**src/hdl/rwh_pkg.sv**
```systemverilog
`timescale 1ns / 1ps
// ----------------------------------------------------------------------------
// rwh_pkg
// Shared types and constants of the rolling window hash: field widths, the
// hash modulus, the command passed from front to back, and the reduction
// unit request and response.
// ----------------------------------------------------------------------------
package rwh_pkg;

    localparam int TOKEN_W     = 16;
    localparam int HASH_W      = 30;
    localparam int CFG_W       = 5;
    localparam int PROD_W      = 46;
    localparam int QUEUE_DEPTH = 4;

    localparam logic [HASH_W-1:0] HASH_MOD     = 30'd1000000007;
    localparam logic [CFG_W-1:0]  WINDOW_RESET = 5'd12;

    // floor(2^48 / HASH_MOD), quotient estimate for the reduction unit
    localparam logic [18:0] BARRETT_M = 19'd281474;

    typedef logic [1:0] t_op;
    localparam t_op OP_HASH = 2'd0;
    localparam t_op OP_WGT  = 2'd1;
    localparam t_op OP_TERM = 2'd2;

    typedef struct packed {
        logic [TOKEN_W-1:0] token;
        logic [TOKEN_W-1:0] old_token;
        logic               clear;
        logic               roll;
        logic               wgt_upd;
        logic               emit;
    } t_cmd;

    typedef struct packed {
        logic              valid;
        t_op               tag;
        logic [PROD_W-1:0] x;
    } t_red_req;

    typedef struct packed {
        logic              valid;
        t_op               tag;
        logic [HASH_W-1:0] r;
    } t_red_rsp;

endpackage

```
**src/hdl/rwh_front.sv**
```systemverilog
`timescale 1ns / 1ps
// ----------------------------------------------------------------------------
// rwh_front
// Accepts tokens, tracks the window fill, keeps the token history and
// classifies each token as a fill or a roll step for the back end.
// ----------------------------------------------------------------------------
module rwh_front #(
    parameter int MAX_WINDOW = 16
) (
    input  logic                        i_clk,
    input  logic                        i_rst_n,
    input  logic                        i_cfg_we,
    input  logic [rwh_pkg::CFG_W-1:0]   i_cfg_wdata,
    input  logic                        i_push,
    output logic                        o_full,
    input  logic [rwh_pkg::TOKEN_W-1:0] i_token,
    input  logic                        i_first,
    output rwh_pkg::t_cmd               o_cmd,
    output logic                        o_q_push,
    input  logic                        i_q_full
);
    import rwh_pkg::*;

    localparam int PTR_W = (MAX_WINDOW > 1) ? $clog2(MAX_WINDOW) : 1;
    localparam int SUM_W = PTR_W + 2;
    localparam logic [CFG_W-1:0] MAX_W =
        (MAX_WINDOW >= (1 << CFG_W)) ? {CFG_W{1'b1}} : CFG_W'(MAX_WINDOW);

    logic [TOKEN_W-1:0] r_hist [MAX_WINDOW];
    logic [TOKEN_W-1:0] r_old;
    logic [CFG_W-1:0]   r_window;
    logic [CFG_W-1:0]   r_fill;
    logic [CFG_W-1:0]   n_fill;
    logic [PTR_W-1:0]   r_ptr;
    logic               r_s1_valid;
    t_cmd               r_s1_cmd;
    t_cmd               n_cmd;

    logic [CFG_W-1:0]   w_eff;
    logic [CFG_W-1:0]   w_fc;
    logic [CFG_W:0]     w_fc_inc;
    logic [SUM_W-1:0]   w_sum;
    logic [SUM_W-1:0]   w_rd_idx;
    logic               w_accept;

    assign o_full   = r_s1_valid && i_q_full;
    assign o_q_push = r_s1_valid && !i_q_full;
    assign w_accept = i_push && !o_full;

    always_comb begin
        if (r_window == '0) begin
            w_eff = CFG_W'(1);
        end else if (r_window > MAX_W) begin
            w_eff = MAX_W;
        end else begin
            w_eff = r_window;
        end
    end

    // oldest slot of the window sits W entries behind the write pointer
    assign w_sum    = SUM_W'(r_ptr) + SUM_W'(MAX_WINDOW) - SUM_W'(w_eff);
    assign w_rd_idx = (w_sum >= SUM_W'(MAX_WINDOW)) ? w_sum - SUM_W'(MAX_WINDOW) : w_sum;

    always_comb begin
        w_fc          = i_first ? '0 : r_fill;
        w_fc_inc      = {1'b0, w_fc} + (CFG_W+1)'(1);
        n_cmd.token   = i_token;
        n_cmd.old_token = '0;
        n_cmd.clear   = i_first;
        n_cmd.roll    = (w_fc >= w_eff);
        n_cmd.wgt_upd = !n_cmd.roll && (w_fc_inc < {1'b0, w_eff});
        n_cmd.emit    = n_cmd.roll || (w_fc_inc == {1'b0, w_eff});
        n_fill        = n_cmd.roll ? w_fc : w_fc_inc[CFG_W-1:0];
    end

    always_comb begin
        o_cmd           = r_s1_cmd;
        o_cmd.old_token = r_old;
    end

    always_ff @(posedge i_clk) begin
        if (!i_rst_n) begin
            r_window   <= WINDOW_RESET;
            r_fill     <= '0;
            r_ptr      <= '0;
            r_s1_valid <= 1'b0;
        end else begin
            if (i_cfg_we) begin
                r_window <= i_cfg_wdata;
                r_fill   <= '0;
            end else if (w_accept) begin
                r_fill <= n_fill;
            end
            if (w_accept) begin
                r_ptr <= (r_ptr == PTR_W'(MAX_WINDOW - 1)) ? '0 : r_ptr + PTR_W'(1);
            end
            if (w_accept) begin
                r_s1_valid <= 1'b1;
            end else if (o_q_push) begin
                r_s1_valid <= 1'b0;
            end
        end
    end

    // read the oldest token before the new one overwrites its slot
    always_ff @(posedge i_clk) begin
        if (w_accept) begin
            r_s1_cmd       <= n_cmd;
            r_old          <= r_hist[w_rd_idx[PTR_W-1:0]];
            r_hist[r_ptr]  <= i_token;
        end
    end

endmodule

```
**src/hdl/rwh_fifo.sv**
```systemverilog
`timescale 1ns / 1ps
// ----------------------------------------------------------------------------
// rwh_fifo
// Short command queue between the front and the back end.
// ----------------------------------------------------------------------------
module rwh_fifo (
    input  logic          i_clk,
    input  logic          i_rst_n,
    input  logic          i_push,
    input  rwh_pkg::t_cmd i_data,
    output logic          o_full,
    input  logic          i_pop,
    output rwh_pkg::t_cmd o_data,
    output logic          o_empty
);
    import rwh_pkg::*;

    localparam int PTR_W = (QUEUE_DEPTH > 1) ? $clog2(QUEUE_DEPTH) : 1;
    localparam int CNT_W = $clog2(QUEUE_DEPTH + 1);

    t_cmd             r_mem [QUEUE_DEPTH];
    logic [PTR_W-1:0] r_wr;
    logic [PTR_W-1:0] r_rd;
    logic [CNT_W-1:0] r_count;
    logic             w_wr_en;
    logic             w_rd_en;

    assign o_full  = (r_count == CNT_W'(QUEUE_DEPTH));
    assign o_empty = (r_count == '0);
    assign o_data  = r_mem[r_rd];
    assign w_wr_en = i_push && !o_full;
    assign w_rd_en = i_pop && !o_empty;

    always_ff @(posedge i_clk) begin
        if (!i_rst_n) begin
            r_wr    <= '0;
            r_rd    <= '0;
            r_count <= '0;
        end else begin
            if (w_wr_en) begin
                r_wr <= (r_wr == PTR_W'(QUEUE_DEPTH - 1)) ? '0 : r_wr + PTR_W'(1);
            end
            if (w_rd_en) begin
                r_rd <= (r_rd == PTR_W'(QUEUE_DEPTH - 1)) ? '0 : r_rd + PTR_W'(1);
            end
            if (w_wr_en && !w_rd_en) begin
                r_count <= r_count + CNT_W'(1);
            end else if (w_rd_en && !w_wr_en) begin
                r_count <= r_count - CNT_W'(1);
            end
        end
    end

    always_ff @(posedge i_clk) begin
        if (w_wr_en) begin
            r_mem[r_wr] <= i_data;
        end
    end

endmodule

```
**src/hdl/rwh_modred.sv**
```systemverilog
`timescale 1ns / 1ps
// ----------------------------------------------------------------------------
// rwh_modred
// Pipelined reduction modulo 1000000007 of values below 2^46, in stages:
// quotient estimate, quotient times modulus,
// subtract and one correction.
// ----------------------------------------------------------------------------
module rwh_modred (
    input  logic              i_clk,
    input  logic              i_rst_n,
    input  rwh_pkg::t_red_req i_req,
    output rwh_pkg::t_red_rsp o_rsp
);
    import rwh_pkg::*;

    localparam int A_LSB   = 28;
    localparam int A_W     = PROD_W - A_LSB;
    localparam int QM_W    = A_W + 19;
    localparam int Q_SHIFT = 20;
    localparam int Q_W     = QM_W - Q_SHIFT;
    localparam int RES_W   = HASH_W + 1;

    logic              r_s0_valid, r_s1_valid, r_s2_valid, r_s3_valid;
    t_op               r_s0_tag, r_s1_tag, r_s2_tag, r_s3_tag;
    logic [PROD_W-1:0] r_s0_x;
    logic [RES_W-1:0]  r_s1_xl, r_s2_xl;
    logic [Q_W-1:0]    r_s1_q;
    logic [RES_W-1:0]  r_s2_qp;
    logic [HASH_W-1:0] r_s3_r;

    logic [QM_W-1:0]   w_qm;
    logic [RES_W-1:0]  w_qp;
    logic [RES_W-1:0]  w_diff;
    logic [RES_W-1:0]  w_corr;

    // estimate never exceeds the true quotient and trails it by at most one
    assign w_qm   = QM_W'(r_s0_x[PROD_W-1:A_LSB]) * QM_W'(BARRETT_M);
    assign w_qp   = RES_W'(r_s1_q) * RES_W'(HASH_MOD);
    assign w_diff = r_s2_xl - r_s2_qp;
    assign w_corr = (w_diff >= {1'b0, HASH_MOD}) ? w_diff - {1'b0, HASH_MOD} : w_diff;

    always_ff @(posedge i_clk) begin
        if (!i_rst_n) begin
            r_s0_valid <= 1'b0;
            r_s1_valid <= 1'b0;
            r_s2_valid <= 1'b0;
            r_s3_valid <= 1'b0;
        end else begin
            r_s0_valid <= i_req.valid;
            r_s1_valid <= r_s0_valid;
            r_s2_valid <= r_s1_valid;
            r_s3_valid <= r_s2_valid;
        end
    end

    always_ff @(posedge i_clk) begin
        r_s0_tag <= i_req.tag;
        r_s0_x   <= i_req.x;
        r_s1_tag <= r_s0_tag;
        r_s1_xl  <= r_s0_x[RES_W-1:0];
        r_s1_q   <= w_qm[Q_SHIFT +: Q_W];
        r_s2_tag <= r_s1_tag;
        r_s2_xl  <= r_s1_xl;
        r_s2_qp  <= w_qp;
        r_s3_tag <= r_s2_tag;
        r_s3_r   <= w_corr[HASH_W-1:0];
    end

    assign o_rsp.valid = r_s3_valid;
    assign o_rsp.tag   = r_s3_tag;
    assign o_rsp.r     = r_s3_r;

endmodule

```
**src/hdl/rwh_back.sv**
```systemverilog
`timescale 1ns / 1ps
// ----------------------------------------------------------------------------
// rwh_back
// Executes fill and roll commands on the running hash and the oldest-token
// weight through the shared reduction unit, and holds the result register.
// ----------------------------------------------------------------------------
module rwh_back (
    input  logic                       i_clk,
    input  logic                       i_rst_n,
    input  logic                       i_cfg_we,
    input  rwh_pkg::t_cmd              i_cmd,
    input  logic                       i_q_empty,
    output logic                       o_q_pop,
    output rwh_pkg::t_red_req          o_req,
    input  rwh_pkg::t_red_rsp          i_rsp,
    input  logic                       i_pop,
    output logic                       o_empty,
    output logic [rwh_pkg::HASH_W-1:0] o_hash_value
);
    import rwh_pkg::*;

    localparam logic [2:0] S_IDLE       = 3'd0;
    localparam logic [2:0] S_TERM_WAIT  = 3'd1;
    localparam logic [2:0] S_HASH_ISSUE = 3'd2;
    localparam logic [2:0] S_HASH_WAIT  = 3'd3;
    localparam logic [2:0] S_HOLD       = 3'd4;

    logic [2:0]        r_state, n_state;
    logic [HASH_W-1:0] r_hash, n_hash;
    logic [HASH_W-1:0] r_wgt, n_wgt;
    logic              r_out_valid, n_out_valid;
    logic [HASH_W-1:0] r_out_hash, n_out_hash;
    t_cmd              r_cmd;

    logic [HASH_W-1:0] w_eff_hash;
    logic [HASH_W-1:0] w_eff_wgt;
    logic              w_out_free;

    // v * 257 + t
    function automatic logic [PROD_W-1:0] shift_in(input logic [HASH_W-1:0] v,
                                                   input logic [TOKEN_W-1:0] t);
        shift_in = PROD_W'({v, 8'b0}) + PROD_W'(v) + PROD_W'(t);
    endfunction

    // (h - t) mod p for h, t below p
    function automatic logic [HASH_W-1:0] sub_mod(input logic [HASH_W-1:0] h,
                                                  input logic [HASH_W-1:0] t);
        logic [HASH_W:0] d;
        d = {1'b0, h} - {1'b0, t};
        if (d[HASH_W]) begin
            d = d + {1'b0, HASH_MOD};
        end
        sub_mod = d[HASH_W-1:0];
    endfunction

    assign w_eff_hash = i_cmd.clear ? '0 : r_hash;
    assign w_eff_wgt  = i_cmd.clear ? HASH_W'(1) : r_wgt;
    assign w_out_free = !r_out_valid || i_pop;

    always_comb begin
        n_state     = r_state;
        n_hash      = r_hash;
        n_wgt       = r_wgt;
        n_out_valid = r_out_valid && !i_pop;
        n_out_hash  = r_out_hash;
        o_q_pop     = 1'b0;
        o_req.valid = 1'b0;
        o_req.tag   = OP_HASH;
        o_req.x     = '0;
        unique case (r_state)
            S_IDLE: begin
                if (!i_q_empty) begin
                    o_q_pop     = 1'b1;
                    n_hash      = w_eff_hash;
                    n_wgt       = w_eff_wgt;
                    o_req.valid = 1'b1;
                    if (i_cmd.roll) begin
                        o_req.tag = OP_TERM;
                        o_req.x   = PROD_W'(i_cmd.old_token) * PROD_W'(w_eff_wgt);
                        n_state   = S_TERM_WAIT;
                    end else if (i_cmd.wgt_upd) begin
                        // weight goes first; the hash op follows next cycle
                        o_req.tag = OP_WGT;
                        o_req.x   = shift_in(w_eff_wgt, '0);
                        n_state   = S_HASH_ISSUE;
                    end else begin
                        o_req.tag = OP_HASH;
                        o_req.x   = shift_in(w_eff_hash, i_cmd.token);
                        n_state   = S_HASH_WAIT;
                    end
                end
            end
            S_TERM_WAIT: begin
                if (i_rsp.valid) begin
                    n_hash  = sub_mod(r_hash, i_rsp.r);
                    n_state = S_HASH_ISSUE;
                end
            end
            S_HASH_ISSUE: begin
                o_req.valid = 1'b1;
                o_req.tag   = OP_HASH;
                o_req.x     = shift_in(r_hash, r_cmd.token);
                n_state     = S_HASH_WAIT;
            end
            S_HASH_WAIT: begin
                if (i_rsp.valid) begin
                    if (i_rsp.tag == OP_WGT) begin
                        n_wgt = i_rsp.r;
                    end else begin
                        n_hash = i_rsp.r;
                        if (!r_cmd.emit) begin
                            n_state = S_IDLE;
                        end else if (w_out_free) begin
                            n_out_valid = 1'b1;
                            n_out_hash  = i_rsp.r;
                            n_state     = S_IDLE;
                        end else begin
                            n_state = S_HOLD;
                        end
                    end
                end
            end
            S_HOLD: begin
                if (w_out_free) begin
                    n_out_valid = 1'b1;
                    n_out_hash  = r_hash;
                    n_state     = S_IDLE;
                end
            end
            default: begin
                n_state = S_IDLE;
            end
        endcase
        // a window size write restarts the window
        if (i_cfg_we) begin
            n_hash = '0;
            n_wgt  = HASH_W'(1);
        end
    end

    always_ff @(posedge i_clk) begin
        if (!i_rst_n) begin
            r_state     <= S_IDLE;
            r_hash      <= '0;
            r_wgt       <= HASH_W'(1);
            r_out_valid <= 1'b0;
        end else begin
            r_state     <= n_state;
            r_hash      <= n_hash;
            r_wgt       <= n_wgt;
            r_out_valid <= n_out_valid;
        end
    end

    always_ff @(posedge i_clk) begin
        r_out_hash <= n_out_hash;
        if (o_q_pop) begin
            r_cmd <= i_cmd;
        end
    end

    assign o_empty      = !r_out_valid;
    assign o_hash_value = r_out_hash;

endmodule

```
**src/hdl/rolling_window_hash.sv**
```systemverilog
`timescale 1ns / 1ps
// ----------------------------------------------------------------------------
// rolling_window_hash
// Rolling polynomial hash, base 257 modulo 1000000007, over the last W
// tokens of a stream.
// ----------------------------------------------------------------------------
// Usage:
//   Tokens enter through push/full; a token transfers on a clock edge with
//   push high and full low. first_of_sequence restarts the window at that
//   token. Hashes leave through empty/pop; o_hash_value is valid while empty
//   is low and transfers on an edge with pop high.
//   The first W-1 tokens of a sequence give no hash; every later token gives
//   one. Writing i_cfg_wdata with i_cfg_we sets W (0 acts as 1, values above
//   MAX_WINDOW act as MAX_WINDOW) and restarts the window; write only while
//   the block is idle.
//   Throughput: the back end finishes each token before it takes the next.
//   A filling token makes one trip through the four-stage shared modular
//   reduction unit; while the oldest-token weight is still growing, the
//   weight and hash ops enter it back to back; a rolling token makes two
//   trips in series, oldest term first. Each token adds issue and write-back.
//   A stalled receiver holds the result register; a four-entry command queue
//   keeps the front taking tokens until it fills, then full rises.
//   Synchronous reset empties all queues, restarts the window and sets W
//   to 12. The token history needs no clearing.
// ----------------------------------------------------------------------------
module rolling_window_hash #(
    parameter int MAX_WINDOW = 16
) (
    input  logic                        i_clk,
    input  logic                        i_rst_n,
    input  logic                        i_cfg_we,
    input  logic [rwh_pkg::CFG_W-1:0]   i_cfg_wdata,
    input  logic                        push,
    output logic                        full,
    input  logic [rwh_pkg::TOKEN_W-1:0] i_token,
    input  logic                        i_first_of_sequence,
    output logic                        empty,
    input  logic                        pop,
    output logic [rwh_pkg::HASH_W-1:0]  o_hash_value
);
    import rwh_pkg::*;

    t_cmd     w_front_cmd;
    t_cmd     w_back_cmd;
    logic     w_q_push;
    logic     w_q_full;
    logic     w_q_pop;
    logic     w_q_empty;
    t_red_req w_req;
    t_red_rsp w_rsp;

    rwh_front #(
        .MAX_WINDOW (MAX_WINDOW)
    ) u_front (
        .i_clk       (i_clk),
        .i_rst_n     (i_rst_n),
        .i_cfg_we    (i_cfg_we),
        .i_cfg_wdata (i_cfg_wdata),
        .i_push      (push),
        .o_full      (full),
        .i_token     (i_token),
        .i_first     (i_first_of_sequence),
        .o_cmd       (w_front_cmd),
        .o_q_push    (w_q_push),
        .i_q_full    (w_q_full)
    );

    rwh_fifo u_fifo (
        .i_clk   (i_clk),
        .i_rst_n (i_rst_n),
        .i_push  (w_q_push),
        .i_data  (w_front_cmd),
        .o_full  (w_q_full),
        .i_pop   (w_q_pop),
        .o_data  (w_back_cmd),
        .o_empty (w_q_empty)
    );

    rwh_modred u_modred (
        .i_clk   (i_clk),
        .i_rst_n (i_rst_n),
        .i_req   (w_req),
        .o_rsp   (w_rsp)
    );

    rwh_back u_back (
        .i_clk        (i_clk),
        .i_rst_n      (i_rst_n),
        .i_cfg_we     (i_cfg_we),
        .i_cmd        (w_back_cmd),
        .i_q_empty    (w_q_empty),
        .o_q_pop      (w_q_pop),
        .o_req        (w_req),
        .i_rsp        (w_rsp),
        .i_pop        (pop),
        .o_empty      (empty),
        .o_hash_value (o_hash_value)
    );

endmodule

```
**config.mk**
```make
export PLATFORM = sky130hd
export DESIGN_NAME = rolling_window_hash
export DESIGN_NICKNAME = d
export VERILOG_FILES = /design/src/hdl/rwh_pkg.sv /design/src/hdl/rwh_front.sv /design/src/hdl/rwh_fifo.sv /design/src/hdl/rwh_modred.sv /design/src/hdl/rwh_back.sv /design/src/hdl/rolling_window_hash.sv
export SDC_FILE = /design/constraint.sdc
export NUM_CORES = 2
export LEC_CHECK = 0
export BUFFER_PORTS_ARGS = -buffer_cell sky130_fd_sc_hd__buf_2
export CAP_MARGIN = 20
export CORE_UTILIZATION = 55
export DETAILED_ROUTE_END_ITERATION = 12
export GPL_ROUTABILITY_DRIVEN = 1
export PLACE_DENSITY = 0.79
export SLEW_MARGIN = 10
export SYNTH_ARGS = -nofsm -noshare
export SYNTH_HDL_FRONTEND = slang
export SYNTH_SLANG_ARGS = --single-unit
```
**constraint.sdc**
```tcl
create_clock -name i_clk -period 25.6 [get_ports i_clk]
set_input_delay 5.12 -clock i_clk [delete_from_list [all_inputs] [get_ports i_clk]]
set_output_delay 5.12 -clock i_clk [all_outputs]
set_load 0.01 [all_outputs]
```
==> flow_results.xml <==
<?xml version="1.0" encoding="UTF-8"?>
<metrics>
  <group name="cts">
    <metric name="htree_num_levels" unit="">3</metric>
    <metric name="tritoncts" unit="">yes</metric>
    <metric name="resize_count_post_cts" unit="">0</metric>
    <metric name="cts_hold_buf" unit="">0</metric>
    <metric name="cts_max_path_buffers" unit="">3</metric>
    <metric name="clock_insertion_delay_worst_skew" unit="ns">0.70</metric>
    <metric name="tritoncts.num_buffers" unit="">76</metric>
    <metric name="postCtsSetupBuffers" unit="">0</metric>
    <metric name="cts_num_sinks" unit="">769</metric>
    <metric name="cts_root_buf" unit="">sky130_fd_sc_hd__clkbuf_16</metric>
    <metric name="clk_slew_on_worst_s_h_paths" unit="ns">0.07</metric>
  </group>
  <group name="drt">
    <metric name="ant_nets" unit="">0</metric>
    <metric name="drt-wirelength-per-cell" unit="µm">23.7</metric>
    <metric name="route.detailed.vias_per_inst" unit="">6.08</metric>
    <metric name="totalWireLength" unit="µm">182000</metric>
    <metric name="detail_route.drc_violations" unit="">0</metric>
    <metric name="total_via_count_in_the_routed_design" unit="">46800</metric>
    <metric name="drt_pass1_iterations" unit="">6</metric>
    <metric name="first_iter_violations" unit="">4454</metric>
  </group>
  <group name="cells_and_area">
    <metric name="flow.area_growth_from_synthesis" unit="%">7.15</metric>
    <metric name="layout_commonest_cell" unit="">sky130_fd_sc_hd__inv_1</metric>
    <metric name="utilization" unit="%">59.7</metric>
    <metric name="final_net_count" unit="">7286</metric>
    <metric name="drive_gt1_share" unit="%">6.55</metric>
    <metric name="fillCellCount" unit="">9123</metric>
    <metric name="layout_common_cells" unit="">sky130_fd_sc_hd__inv_1, sky130_fd_sc_hd__nand2_1, sky130_fd_sc_hd__ha_1, sky130_fd_sc_hd__fa_1, sky130_fd_sc_hd__edfxtp_1</metric>
  </group>
  <group name="logic_synthesis">
    <metric name="synth_seq_cells" unit="">769</metric>
    <metric name="synth-async-reset-ratio" unit="%">0</metric>
    <metric name="synth_area" unit="µm²">63000</metric>
    <metric name="ys_seq_area_share" unit="%">32.1</metric>
    <metric name="postSynth.topFlopCell" unit="">sky130_fd_sc_hd__edfxtp_1</metric>
    <metric name="yosysUniqueCellTypes" unit="">99</metric>
    <metric name="postSynthCellCount" unit="">6153</metric>
    <metric name="synth_warnings" unit="">0</metric>
    <metric name="synth-edff-count" unit="">483</metric>
    <metric name="synth_area_per_cell" unit="µm²">10.2</metric>
    <metric name="postSynthNetCount" unit="">7319</metric>
  </group>
  <group name="die">
    <metric name="fp.dieArea" unit="µm²">116000</metric>
    <metric name="io_pins" unit="">59</metric>
    <metric name="die_x" unit="µm">340</metric>
    <metric name="die_h" unit="µm">340</metric>
    <metric name="rows" unit="">123</metric>
    <metric name="core-area" unit="µm²">113000</metric>
    <metric name="start_util" unit="%">55.7</metric>
  </group>
  <group name="setup_path">
    <metric name="startpoint_type" unit="">flip-flop</metric>
    <metric name="worstPathRequired" unit="ns">26.19</metric>
    <metric name="worst-setup-path-type" unit="">flip-flop to flip-flop</metric>
    <metric name="critPathMaxFanout" unit="">77</metric>
    <metric name="worst-endpoint-arrival" unit="ns">10.74</metric>
    <metric name="slowest_stage" unit="">sky130_fd_sc_hd__a211oi_1</metric>
    <metric name="end_kind" unit="">flip-flop</metric>
    <metric name="delay_contributed_by_the_slowest_stage_of_the_critical_path" unit="ns">0.80</metric>
  </group>
  <group name="global_route">
    <metric name="grt_start_max_net_pins" unit="">78</metric>
    <metric name="grt_pass1_vias" unit="">47500</metric>
    <metric name="track_usage" unit="%">31.5</metric>
    <metric name="grt_antenna_before_repair" unit="">8</metric>
    <metric name="grt_overflow_total" unit="">0</metric>
    <metric name="grt_pass1_wl" unit="µm">278000</metric>
  </group>
  <group name="sta">
    <metric name="timing.final.hold_violations" unit="">0</metric>
    <metric name="slew_viol_final" unit="">0</metric>
    <metric name="post-route-period-util" unit="%">39.6</metric>
    <metric name="timing_worst_slew_pin_value" unit="ns">1.11</metric>
    <metric name="clock.fmax" unit="MHz">98.6</metric>
    <metric name="timing.slew.headroom" unit="%">26.2</metric>
    <metric name="sum_neg_setup_slack" unit="ns">0</metric>
    <metric name="rsz_0062_raised_after_global_routing" unit="">no</metric>
    <metric name="min_period" unit="ns">10.14</metric>
    <metric name="setup_viol_count_final" unit="">0</metric>
    <metric name="skew" unit="ns">0.0722</metric>
  </group>
  <group name="power_and_ir_drop">
    <metric name="sequentialPowerShare" unit="%">29.2</metric>
    <metric name="combinationalPowerShare" unit="%">50.7</metric>
    <metric name="internal-power" unit="µW">3300</metric>
    <metric name="p_switching" unit="µW">2650</metric>
    <metric name="power_per_cell_area" unit="nW/µm²">88.3</metric>
    <metric name="pleak" unit="µW">0.0299</metric>
    <metric name="p_sw_share" unit="%">44.5</metric>
    <metric name="worst_ir_drop_vdd" unit="µV">125</metric>
    <metric name="power.share.clock" unit="%">20.0</metric>
    <metric name="finalPower" unit="µW">5950</metric>
  </group>
  <group name="min_path">
    <metric name="class_of_the_worst_hold_path" unit="">flip-flop to flip-flop</metric>
  </group>
  <group name="place">
    <metric name="place_congestion" unit="">1.02</metric>
    <metric name="numPortBuffers" unit="">58</metric>
    <metric name="dp_hpwl" unit="µm">139000</metric>
  </group>
  <group name="run">
    <metric name="maxCapViolations" unit="">0</metric>
  </group>
  <group name="outcome">
    <metric name="status" unit="">complete, no violations</metric>
  </group>
</metrics>
-- stage by stage --
step                hold slack [ns]  area [µm²]  instances  setup slack [ns]
finish                        0.315       67500       7685             15.46
global placement              0.310       64800       7541             16.04
CTS                           0.318       67400       7681             15.95
global route                  0.318       67500       7684             14.98
detailed placement            0.312       64800       7541             16.03
floorplan                     0.310       63000       6153             17.19
-- worst max-delay path, delay by kind of cell, from the launching register on --
kind / cells / cell delay (ns)
fa+ha+maj: 7 / 3.35
compound gates: 10 / 3.21
buf+inv: 7 / 1.52
flops: 1 / 0.68
simple gates: 4 / 0.66
mux: 1 / 0.43
xor+xnor: 1 / 0.15
-- synth_stat cells, drive strengths merged, types with 58 or more instances --
cell type / instances / area [µm²]
inv: 844 / 3170
xnor2: 231 / 2020
nor2: 401 / 1510
a22oi: 58 / 435
nand2: 609 / 2290
fa: 568 / 11400
nand3: 80 / 400
a21o: 93 / 698
xor2: 81 / 709
o21ai: 253 / 1270
and2: 78 / 488
dfxtp: 286 / 5730
edfxtp: 483 / 14500
clkbuf: 190 / 713
ha: 571 / 7140
nor2b: 58 / 363
a211oi: 69 / 541
mux4: 89 / 2000
a21oi: 274 / 1380
nor3: 72 / 375
and3: 78 / 488
-- final timing paths --
kind                                                   start                            to  slack [ns]  depth (start not counted)
worst max-delay path                               flip-flop   u_modred.r_s0_x[32]$_DFF_P_       15.46                         30
worst min-delay path            u_modred.r_s1_xl[23]$_DFF_P_  u_modred.r_s2_xl[23]$_DFF_P_        0.31                          0
worst max register to register                     flip-flop   u_modred.r_s0_x[32]$_DFF_P_       15.46                         30
worst min register to register  u_modred.r_s1_xl[23]$_DFF_P_  u_modred.r_s2_xl[23]$_DFF_P_        0.31                          0
-- power by group through the flow --
stage | sequential (µW) | combinational, µW | clock, µW
6_report | 1740 | 3020 | 1190
5_1_grt | 1740 | 3300 | 1250
4_1_cts | 1730 | 2970 | 1200
3_5_place_dp | 1750 | 2930 | 0
3_3_place_gp | 1750 | 2880 | 0
2_1_floorplan | 1610 | 2170 | 0
-- final cells by class --
type,count,area [µm²],share of cell area (%)
flip-flops and latches,769,20200,30.0
clock buffers,98,2130,3.15
clock inverters,42,549,0.814
well taps,1500,1880,2.78
repair buffers,115,722,1.07
inverters,853,3200,4.75
diodes,3,7.51,0.0111
multi-input cells,4305,38700,57.4
-- metal layers --
layer  track usage (%)  wire (µm)
met1              38.1      68500
met2              52.3      85900
met3              5.49      14500
met4              19.4      13200
met5                 0          0
-- flip-flops by register name, indices dropped and copies added (netlist names), 31 cells and up, named ones only --
register          flops
u_fifo.r_mem        144
u_front.r_hist      256
u_modred.r_s0_x      46
u_modred.r_s1_xl     31
u_modred.r_s2_qp     31
u_modred.r_s2_xl     31
-- cell families after synthesis --
group / count (synthesis) / synth area share (%)
adder cells (fa/ha/maj): 1139 / 29.4
flip-flops: 769 / 32.1
multiplexers: 154 / 4.25
AND/OR/NAND/NOR: 1578 / 11.6
buffers and inverters: 1079 / 6.50
AO/OA/AOI/OAI: 1121 / 11.7
XOR/XNOR: 313 / 4.38
(Power assumes the default switching activity.)
